`src/design/hnrt_pkg.sv`:
```
// ----------------------------------------------------------------------------
// hnrt_pkg: shared definitions for the hashed name registry table
// Holds the result status codes, the packed bus widths and the step table
// of the shared hash arithmetic unit.
// ----------------------------------------------------------------------------
package hnrt_pkg;

  localparam int unsigned HNRT_ENTRIES_DEF = 64;

  // Packed widths of the request and result buses.
  localparam int unsigned IN_DATA_W  = 72;
  localparam int unsigned OUT_DATA_W = 72;

  typedef enum logic [1:0] {
    ST_OK   = 2'd0,
    ST_MISS = 2'd1,
    ST_FULL = 2'd2
  } status_t;

  // Steps of the shared add / xor-shift unit: three per name byte, three
  // more to finalize the hash on the last byte.
  typedef enum logic [2:0] {
    MS_ADD_BYTE = 3'd0,
    MS_SHL10    = 3'd1,
    MS_SHR6     = 3'd2,
    MS_FIN3     = 3'd3,
    MS_FIN11    = 3'd4,
    MS_FIN15    = 3'd5
  } mix_step_t;

  typedef struct packed {
    logic       is_add;
    logic       use_byte;
    logic       shift_left;
    logic [3:0] shamt;
  } mix_op_t;

  function automatic mix_op_t mix_op(input mix_step_t step);
    mix_op_t op;
    op = '{is_add: 1'b1, use_byte: 1'b0, shift_left: 1'b1, shamt: 4'd0};
    case (step)
      MS_ADD_BYTE: op = '{is_add: 1'b1, use_byte: 1'b1, shift_left: 1'b1, shamt: 4'd0};
      MS_SHL10:    op = '{is_add: 1'b1, use_byte: 1'b0, shift_left: 1'b1, shamt: 4'd10};
      MS_SHR6:     op = '{is_add: 1'b0, use_byte: 1'b0, shift_left: 1'b0, shamt: 4'd6};
      MS_FIN3:     op = '{is_add: 1'b1, use_byte: 1'b0, shift_left: 1'b1, shamt: 4'd3};
      MS_FIN11:    op = '{is_add: 1'b0, use_byte: 1'b0, shift_left: 1'b0, shamt: 4'd11};
      MS_FIN15:    op = '{is_add: 1'b1, use_byte: 1'b0, shift_left: 1'b1, shamt: 4'd15};
      default:     op = '{is_add: 1'b1, use_byte: 1'b0, shift_left: 1'b1, shamt: 4'd0};
    endcase
    return op;
  endfunction

endpackage

```
`src/design/hnrt_ram.sv`:
```
// ----------------------------------------------------------------------------
// hnrt_ram: generic single-write, single-read RAM
// One write port and one read port, read data registered.
// ----------------------------------------------------------------------------
module hnrt_ram #(
  parameter int unsigned WIDTH = 32,
  parameter int unsigned DEPTH = 64,
  localparam int unsigned AW   = $clog2(DEPTH)
) (
  input  logic             clk,
  input  logic             we,
  input  logic [AW-1:0]    waddr,
  input  logic [WIDTH-1:0] wdata,
  input  logic [AW-1:0]    raddr,
  output logic [WIDTH-1:0] rdata_r
);

  logic [WIDTH-1:0] mem [DEPTH];

  always_ff @(posedge clk) begin
    if (we) begin
      mem[waddr] <= wdata;
    end
    rdata_r <= mem[raddr];
  end

endmodule

```
`src/design/hashed_name_registry_table_top.sv`:
```
// ----------------------------------------------------------------------------
// hashed_name_registry_table_top: name registry keyed by a one-at-a-time hash
// Hashes streamed name bytes, inserts the final hash with its handle, and
// answers lookups by hash with the stored handle.
// ----------------------------------------------------------------------------
//
// Channel   Dir  Ports                   Contents
// in_*      in   tvalid tready tdata     name_byte [7:0], handle [39:8],
//                tlast tuser             lookup_hash [71:40]; tlast = last byte,
//                                        tuser = opcode (1 = lookup)
// out_*     out  tvalid tready tdata     status [1:0], found_handle [33:2],
//                                        computed_hash [65:34]
//
// A name byte that is not the last is taken from in_* and then passes
// through three steps of the shared add / xor-shift unit.
// A last byte adds three more unit steps to finalize the hash, a key scan
// through the key RAM at one entry per cycle (stopping early on a match),
// and the S_RESP state that loads the result register.
// A lookup is taken and then runs the same scan and S_RESP.
// Reset (rst_n low, synchronous) empties the table and clears the hash.
// The result register decouples the two sides: a new request is taken while
// an earlier result still waits on out_tready. A request that finishes while
// that result still waits holds in its last cycle, and no request is taken.
//
module hashed_name_registry_table_top
  #(
  parameter int unsigned TABLE_ENTRIES = hnrt_pkg::HNRT_ENTRIES_DEF
) (
  input  logic                           clk,
  input  logic                           rst_n,
  input  logic                           in_tvalid,
  output logic                           in_tready,
  // name_byte [7:0], handle [39:8], lookup_hash [71:40]
  input  logic [hnrt_pkg::IN_DATA_W-1:0] in_tdata,
  input  logic                           in_tlast,
  // opcode: 0 = name byte, 1 = lookup
  input  logic                           in_tuser,
  output logic                           out_tvalid,
  input  logic                           out_tready,
  // status [1:0], found_handle [33:2], computed_hash [65:34], zero above
  output logic [hnrt_pkg::OUT_DATA_W-1:0] out_tdata
);

  import hnrt_pkg::*;

  localparam int unsigned AW = $clog2(TABLE_ENTRIES);
  // The fill count has to hold TABLE_ENTRIES itself.
  localparam int unsigned CW = $clog2(TABLE_ENTRIES + 1);

  // Sequencer states, one-hot.
  typedef enum logic [3:0] {
    S_IDLE = 4'b0001,
    S_MIX  = 4'b0010,
    S_SCAN = 4'b0100,
    S_RESP = 4'b1000
  } state_t;

  state_t    state_r, state_nxt;
  mix_step_t step_r, step_nxt;

  logic [31:0] acc_r, acc_nxt;          // running hash of the name in progress
  logic [31:0] key_r, key_nxt;          // key being searched or inserted
  logic [7:0]  byte_r, byte_nxt;
  logic [31:0] handle_r, handle_nxt;
  logic        last_r, last_nxt;
  logic        lookup_r, lookup_nxt;

  // Entries are only ever added, always at the lowest free slot, so the
  // valid entries are exactly slots 0 .. cnt_r-1 and a fill count stands in
  // for per-entry valid marks.
  logic [CW-1:0] cnt_r, cnt_nxt;
  logic [CW-1:0] idx_r, idx_nxt;        // next slot to read during a scan
  logic          pend_r, pend_nxt;      // a read issued last cycle is arriving

  status_t     res_status_r, res_status_nxt;
  logic [31:0] res_handle_r, res_handle_nxt;
  logic [31:0] res_hash_r, res_hash_nxt;

  logic                  out_valid_r, out_valid_nxt;
  logic [OUT_DATA_W-1:0] out_data_r, out_data_nxt;

  // Shared arithmetic unit: acc + operand or acc ^ operand.
  mix_op_t     op;
  logic [31:0] operand;
  logic [31:0] unit_res;

  logic          ram_we;
  logic [AW-1:0] ram_waddr;
  logic [31:0]   key_rd;
  logic [31:0]   handle_rd;

  assign in_tready  = (state_r == S_IDLE);
  assign out_tvalid = out_valid_r;
  assign out_tdata  = out_data_r;
  assign ram_waddr  = cnt_r[AW-1:0];

  always_comb begin
    op = mix_op(step_r);
    if (op.use_byte) begin
      operand = {24'd0, byte_r};
    end else if (op.shift_left) begin
      operand = acc_r << op.shamt;
    end else begin
      operand = acc_r >> op.shamt;
    end
    unit_res = op.is_add ? (acc_r + operand) : (acc_r ^ operand);
  end

  hnrt_ram #(.WIDTH(32), .DEPTH(TABLE_ENTRIES)) u_key_ram (
    .clk     (clk),
    .we      (ram_we),
    .waddr   (ram_waddr),
    .wdata   (key_r),
    .raddr   (idx_r[AW-1:0]),
    .rdata_r (key_rd)
  );

  hnrt_ram #(.WIDTH(32), .DEPTH(TABLE_ENTRIES)) u_handle_ram (
    .clk     (clk),
    .we      (ram_we),
    .waddr   (ram_waddr),
    .wdata   (handle_r),
    .raddr   (idx_r[AW-1:0]),
    .rdata_r (handle_rd)
  );

  always_comb begin
    state_nxt      = state_r;
    step_nxt       = step_r;
    acc_nxt        = acc_r;
    key_nxt        = key_r;
    byte_nxt       = byte_r;
    handle_nxt     = handle_r;
    last_nxt       = last_r;
    lookup_nxt     = lookup_r;
    cnt_nxt        = cnt_r;
    idx_nxt        = idx_r;
    pend_nxt       = pend_r;
    res_status_nxt = res_status_r;
    res_handle_nxt = res_handle_r;
    res_hash_nxt   = res_hash_r;
    out_data_nxt   = out_data_r;
    out_valid_nxt  = out_valid_r;
    ram_we         = 1'b0;

    if (out_valid_r && out_tready) begin
      out_valid_nxt = 1'b0;
    end

    case (state_r)
      S_IDLE: begin
        if (in_tvalid) begin
          if (in_tuser) begin
            key_nxt    = in_tdata[71:40];
            lookup_nxt = 1'b1;
            idx_nxt    = '0;
            pend_nxt   = 1'b0;
            state_nxt  = S_SCAN;
          end else begin
            byte_nxt   = in_tdata[7:0];
            handle_nxt = in_tdata[39:8];
            last_nxt   = in_tlast;
            lookup_nxt = 1'b0;
            step_nxt   = MS_ADD_BYTE;
            state_nxt  = S_MIX;
          end
        end
      end

      S_MIX: begin
        acc_nxt = unit_res;
        case (step_r)
          MS_ADD_BYTE: step_nxt = MS_SHL10;
          MS_SHL10:    step_nxt = MS_SHR6;
          MS_SHR6: begin
            if (last_r) begin
              step_nxt = MS_FIN3;
            end else begin
              state_nxt = S_IDLE;
            end
          end
          MS_FIN3:     step_nxt = MS_FIN11;
          MS_FIN11:    step_nxt = MS_FIN15;
          MS_FIN15: begin
            // The name is complete: its hash becomes the key and the
            // accumulator starts over for the next name.
            key_nxt   = unit_res;
            acc_nxt   = '0;
            idx_nxt   = '0;
            pend_nxt  = 1'b0;
            state_nxt = S_SCAN;
          end
          default:     state_nxt = S_IDLE;
        endcase
      end

      S_SCAN: begin
        if (pend_r && (key_rd == key_r)) begin
          // Key present: a lookup hits, an insert is a duplicate.
          if (lookup_r) begin
            res_status_nxt = ST_OK;
            res_handle_nxt = handle_rd;
            res_hash_nxt   = '0;
          end else begin
            res_status_nxt = ST_MISS;
            res_handle_nxt = '0;
            res_hash_nxt   = key_r;
          end
          state_nxt = S_RESP;
        end else if (!pend_r && (idx_r == cnt_r)) begin
          // Every valid entry compared without a match.
          res_handle_nxt = '0;
          if (lookup_r) begin
            res_status_nxt = ST_MISS;
            res_hash_nxt   = '0;
          end else begin
            res_hash_nxt = key_r;
            if (cnt_r == CW'(TABLE_ENTRIES)) begin
              res_status_nxt = ST_FULL;
            end else begin
              ram_we         = 1'b1;
              cnt_nxt        = cnt_r + CW'(1);
              res_status_nxt = ST_OK;
            end
          end
          state_nxt = S_RESP;
        end else if (idx_r != cnt_r) begin
          pend_nxt = 1'b1;
          idx_nxt  = idx_r + CW'(1);
        end else begin
          pend_nxt = 1'b0;
        end
      end

      S_RESP: begin
        if (!out_valid_r || out_tready) begin
          out_data_nxt  = {{(OUT_DATA_W - 66){1'b0}}, res_hash_r, res_handle_r, res_status_r};
          out_valid_nxt = 1'b1;
          state_nxt     = S_IDLE;
        end
      end

      default: state_nxt = S_IDLE;
    endcase
  end

  always_ff @(posedge clk) begin
    if (!rst_n) begin
      state_r     <= S_IDLE;
      step_r      <= MS_ADD_BYTE;
      acc_r       <= '0;
      cnt_r       <= '0;
      idx_r       <= '0;
      pend_r      <= 1'b0;
      out_valid_r <= 1'b0;
    end else begin
      state_r     <= state_nxt;
      step_r      <= step_nxt;
      acc_r       <= acc_nxt;
      cnt_r       <= cnt_nxt;
      idx_r       <= idx_nxt;
      pend_r      <= pend_nxt;
      out_valid_r <= out_valid_nxt;
    end
  end

  always_ff @(posedge clk) begin
    key_r        <= key_nxt;
    byte_r       <= byte_nxt;
    handle_r     <= handle_nxt;
    last_r       <= last_nxt;
    lookup_r     <= lookup_nxt;
    res_status_r <= res_status_nxt;
    res_handle_r <= res_handle_nxt;
    res_hash_r   <= res_hash_nxt;
    out_data_r   <= out_data_nxt;
  end

endmodule

```
`config.mk`:
```
export PLATFORM = sky130hd
export DESIGN_NAME = hashed_name_registry_table_top
export DESIGN_NICKNAME = d
export VERILOG_FILES = /design/src/design/hnrt_pkg.sv /design/src/design/hnrt_ram.sv /design/src/design/hashed_name_registry_table_top.sv
export SDC_FILE = /design/constraint.sdc
export NUM_CORES = 2
export LEC_CHECK = 0
export ABC_CLOCK_PERIOD_IN_PS = 25600
export BUFFER_PORTS_ARGS = -buffer_cell sky130_fd_sc_hd__clkbuf_2
export CAP_MARGIN = 20
export CORE_MARGIN = 3
export CORE_UTILIZATION = 30
export DETAILED_ROUTE_END_ITERATION = 10
export GPL_TIMING_DRIVEN = 1
export HOLD_SLACK_MARGIN = 0.15
export PLACE_DENSITY = 0.47
export SETUP_SLACK_MARGIN = 0.4
export SLEW_MARGIN = 40
export SYNTH_ARGS = -nofsm -noshare
export SYNTH_HDL_FRONTEND = slang
export SYNTH_SLANG_ARGS = --single-unit
```
`constraint.sdc`:
```
create_clock -name clk -period 25.6 [get_ports clk]
set_input_delay 6.4 -clock clk [delete_from_list [all_inputs] [get_ports clk]]
set_output_delay 6.4 -clock clk [all_outputs]
set_load 0.03 [all_outputs]
```
* After elaboration in Yosys (flattened, before gate mapping)
Memory sizes are Yosys's and may differ from the RTL's. A register that Yosys moved wholly into a read port is not among the register bits.
Index checks and enable logic that the tools add are counted.
** Storage, ports and cells
- Flip-flop bits (word level) :: 261
- Bits in writable memories :: 4096
- Input bits :: 78
- Output and inout port bits :: 74
- Logic and storage cells :: 133
- Memories :: 2
** Operators by class
- $add $sub $neg :: 3
- Eq/ne operators :: 26
- Shifts and indexed selects :: 2
- Multiplexer cells :: 58
- Bitwise operators :: 5
- Reduce and logical (&&, ||, !) cells :: 21
** Memories
- u_handle_ram.mem :: depth 64, width 32, read ports 1, clocked after Yosys merged registers in 1, write ports 1, RTL line hnrt_ram.sv:18 : logic [WIDTH-1:0] mem [DEPTH];
- u_key_ram.mem :: depth 64, width 32, read ports 1, clocked after Yosys merged registers in 1, write ports 1, RTL line hnrt_ram.sv:18
** Operator list (number)
- $mux W32 :: 13
- $pmux W32 S2 :: 1
- $mux W7 :: 6
- $pmux W7 S6 :: 1
- $add A32 B32 Y32 :: 1
- $eq A32 B32 Y1 :: 1
- $shl A32 B4 Y32 :: 1
- $shr A32 B4 Y32 :: 1
- $xor A32 B32 Y32 :: 1
- $pmux W7 S3 :: 1
- $mux W4 :: 5
- $mux W1 :: 18
- $pmux W4 S4 :: 1
- $pmux W3 S5 :: 1
- $reduce_and A5 Y1 :: 3
- $add A7 B1 Y7 const B :: 2
- $ne A2 B2 Y1 const B :: 7
- $mux W3 :: 4
- $pmux W4 S3 :: 1
- $ne A3 B3 Y1 const B :: 3
- $mux W2 :: 4
- $eq A7 B7 Y1 :: 1
- $eq A7 B7 Y1 const B :: 1
- $ne A7 B7 Y1 :: 1
- other kinds (24) :: 36

* Logic depth before layout (Yosys ltp)
- Depth in word-level cells :: 9
- Mapped depth :: 25
- Gate-level depth less buffers :: 21

* Cells and area by module
A second synthesis with hierarchy kept.
** Second synthesis, totals
- Cell total of the unflattened synthesis :: 8064
- Area total of the unflattened synthesis :: 171811.0 µm²
** By module, submodules not included
- hnrt_ram (u_key_ram) :: instances 1, cells an instance 3324, area an instance 78515.3 µm², sequential area each 62139.6 µm²
- hnrt_ram (u_handle_ram) :: instances 1, cells an instance 3323, area an instance 78505.3 µm², sequential area each 62139.6 µm²
- hashed_name_registry_table_top :: instances 1, cells an instance 1417, area an instance 14790.4 µm², sequential area each 7287.0 µm²

* Worst setup path after synthesis
No wires, ideal clock.
- Kind :: input to register
- Start point :: input out_tready
- End point :: register out_data_r[0], in the netlist out_tdata[0], enable pin
- Library setup time :: 498 ps
- Arrival :: 9469 ps
- Data required time :: 25102 ps
- Path slack :: 15633 ps
- Cell stages on the path :: 2
- Path buffers :: 0
- Path through :: nand2b_1 > nor2b_1
** On the way
- Word-level cells in the longest chain between the ends :: 2
** Ends and longest elaborated chain
- start, declared :: RTL line hashed_name_registry_table_top.sv:39 : input logic out_tready,
- $logic_or A1 B1 Y1 :: RTL line hashed_name_registry_table_top.sv:236 : if (!out_valid_r || out_tready) begin
- $reduce_and A2 Y1 (no line)
- end signal, assigned :: RTL line hashed_name_registry_table_top.sv:276 : out_data_r <= out_data_nxt;
- end, declared :: RTL line hashed_name_registry_table_top.sv:80 : logic [OUT_DATA_W-1:0] out_data_r, out_data_nxt;
No other way between the ends.
A chain may end at the register's enable or synchronous reset.

* Final worst setup path
- Start point :: register state_r[3]
- End point :: output in_tready
** On the way
- Word-level cells in the longest chain between the ends :: 1
** Ends and longest elaborated chain
- start, declared :: RTL line hashed_name_registry_table_top.sv:58 : state_t state_r, state_nxt;
- start signal, assigned :: RTL line hashed_name_registry_table_top.sv:257 : state_r <= state_nxt;
- $eq A4 B1 Y1 :: RTL line hashed_name_registry_table_top.sv:92 : assign in_tready = (state_r == S_IDLE);
- end, declared :: RTL line hashed_name_registry_table_top.sv:32 : output logic in_tready,
No other way between the ends.

==> key figures <==
Status
  – Status: finished clean

Floorplanning
  – # IOs: 152
  – CORE AREA: roughly 570000 um^2
  – Site row count: roughly 280
  – Starting density of the core: 0.302
  – Die area: 578000 um^2
  – Chip Height: between 700 and 800 um
  – DIE WIDTH: 761 um

Yosys
  – Synth top area cells: edfxtp_1 76%, mux4_2 18%, dfxtp_1 1.4%, clkbuf_1 0.52%, nor2_1 0.49%
  – #FFs+latches synth: 4421
  – Mapped Area: 171000 um^2
  – Synth Flop Type: edfxtp_1
  – Area leader, netlist: edfxtp_1
  – YS warnings: 0
  – Share of the synthesized area in the top cell type: 0.756
  – Post-synthesis sequential area ratio: 0.770
  – Syn avg cell area: 23.5 um^2
  – Asr flop ratio synth: 0
  – Count of different cell masters after synthesis: 73
  – Post-synth EDFFs: 4302
  – Post-Synthesis Cells: 7281

Route
  – Pre-antenna DRT Iters: 6
  – Vias: about 83k
  – DR vias/cell: ~5.2
  – DRC Markers: 0
  – Drt wl/cell: between 30 and 40 um
  – Final Routed Wirelength: 520000 um
  – Initial drt markers: 10.2k
  – ANT nets after route: 0

STA
  – Measured slew at the worst slew-check pin: 0.939 ns
  – Final hold viol count: 0
  – RSZ-0062 raised after global routing: false
  – Slew Limit Fails: 0
  – Min Tclk post-route: 8.60 ns
  – Min Hold Slack: 0.416 ns
  – Final setup viols: 0
  – Slew headroom: 0.374
  – Skew final: ~0.09 ns
  – Total Negative Setup Slacks: 0 ns
  – Final worst path period share: 0.336
  – Achievable clock frequency: 0.116 GHz

Power and ir drop
  – Total power: between 10000 and 15000 uW
  – Comb power frac: 0.015
  – PwrDens: between 70 and 80 nW/um^2
  – Pint: 11800 uW
  – Seq pwr share: 0.535
  – Leakage: 0.0594 uW
  – Switch share: 0.207
  – Psw: 3100 uW
  – Clock Power Share: 0.450
  – Maximum VDD drop: 63.0 uV

Worst setup path
  – Crit path launch type: flop
  – Crit path max fanout: 5
  – Critical Path Sink Type: output port
  – Worst EP arrival: 2.20 ns
  – Worst Path Required: approximately 19 ns
  – WS Path Type: reg -> out

Clock tree
  – Num CTS Buffers: 470
  – CTS sink count: 4421
  – Root buffer cell: clkbuf_16
  – Max clock buf depth: 4
  – CTS tree: done
  – Clk_lat worst skew: ~1.1 ns
  – Setup Fix Bufs, Post-CTS: 0
  – Hold-fix buffers, CTS: 0
  – PostCTS Resize Cnt: 0
  – Clock Pin Slew Worst Setup and Hold Paths: 0.06 ns
  – H-tree Lvls: 5

Finish
  – Nets: 7958
  – Final Instance Area: a little under 200000 um^2
  – # fillers: around 52k
  – Commonest non-fill, non-tap cells in the layout: 4302 x edfxtp_1, 1376 x mux4_2, 471 x clkbuf_16
  – Post-layout instance count excluding filler cells: 15.8k
  – Area growth from synthesis to layout: 16.4%
  – Commonest non-fill, non-tap cell in the layout: edfxtp_1
  – Fraction of layout cells with a size suffix above 1: 0.319

Placed design
  – Post-Place Cell Area: 183000 um^2
  – Placer Congestion: 0.806
  – Cell count after placement: around 15k
  – I/O Buffers: 145
  – HPWL after DPL: 283000 um

Global routing
  – Global route total overflow: 0
  – Largest net degree at the start of global routing: 88
  – Global-route wire length before repair: 715000 um
  – Initial antenna violation count: 34
  – Vias in the first global route: between 80k and 90k
  – GRT Util Overall: 0.176

Hold path
  – Worst hold path class: reg -> reg

Run
  – Number of max-cap violations: 0
## power by group through the flow
stage                     Sequential (uW)  Clock, uW  Combinational, uW
after floorplan                      8190          0               56.6
after global placement               8140          0                213
after detailed placement             8140          0                229
after CTS                            7990       6900                229
after global routing                 7990       7180                250
final                                7990       6720                227
## final timing paths
kind              slack (ns)              from             to  cells after the start
hold / removal          0.42  res_handle_r[22]  out_tdata[24]                      0
setup reg to reg       19.29         step_r[1]      key_r[24]                     21
hold reg to reg         0.42  res_handle_r[22]  out_tdata[24]                      0
setup / recovery       17.00        state_r[3]      in_tready                      2
## cell type report
class                   instances  area [um^2]  area share
diodes                          3         7.51   0.0000378
clock buffers                 633        12700      0.0637
clock inverters               246         2560      0.0129
inverters                      12         45.0    0.000227
multi-input cells            2454        38100       0.192
flip-flops and latches       4421       132000       0.662
well taps                    7506         9390      0.0472
repair buffers                482         4460      0.0224
## metrics by stage
step / util / worst slack [ns]
floorplan: - / 15.63
global placement: 0.322 / 16.76
detailed placement: 0.324 / 16.95
CTS: 0.351 / 16.89
global route: 0.351 / 16.86
finish: 0.351 / 17.00
## metal layers
metal	global-route usage	wire length (um)	up-vias
met2	0.285	249000	3198
met1	0.251	225000	46300
li1	-	-	32400
met4	0.0388	11300	0
met5	0	0	-
met3	0.0275	34800	637
## critical path, stage by stage (launching register included)
cell and delay (ns):
dfxtp_1 0.36, nor4b_2 0.53, clkbuf_2 0.30
## state kept, by name, summed over array words and instances, names as in the netlist
signal / flops
acc_r: 32
byte_r: 8
cnt_r: 7
handle_r: 32
idx_r: 7
key_r: 32
last_r: 1
lookup_r: 1
out_tdata: 66
out_tvalid: 1
pend_r: 1
res_handle_r: 32
res_hash_r: 32
res_status_r: 2
state_r: 4
step_r: 3
u_handle_ram.mem: 2048
u_handle_ram.rdata_r: 32
u_key_ram.mem: 2048
u_key_ram.rdata_r: 32
## synth_stat cells (4+ instances only)
library cell	count
and3_1	9
nand2_1	102
nor3_1	41
a21boi_0	8
nand4_1	12
mux4_2	1376
nand2b_1	5
buf_6	5
dfxtp_1	119
nor2b_1	47
nor4_1	10
o21a_1	13
nand3_1	36
ha_1	38
a21oi_1	109
o41ai_1	4
clkbuf_1	238
buf_1	37
inv_1	12
mux2i_1	55
mux2_2	7
buf_4	11
a31oi_1	13
buf_2	108
a211oi_1	14
or3_1	14
o21ai_0	94
edfxtp_1	4302
xor2_1	53
nand3b_1	6
o211ai_1	11
and2_1	45
nor2_1	221
a21o_1	22
xnor2_1	19
## kinds of logic (layout without fill, tap and decap cells)
family                   Yosys count  in the layout  share of synthesized area
AO/OA/AOI/OAI                    332            332                     0.0118
XOR/XNOR                          72             72                    0.00369
adder cells (fa/ha/maj)           39             39                    0.00290
buffers and inverters            411           1373                     0.0103
flip-flops                      4421           4421                      0.770
multiplexers                    1438           1438                      0.185
other                              1              9                  0.0000220
AND/OR/NAND/NOR                  567            567                     0.0159
(Power assumes the default switching activity.)
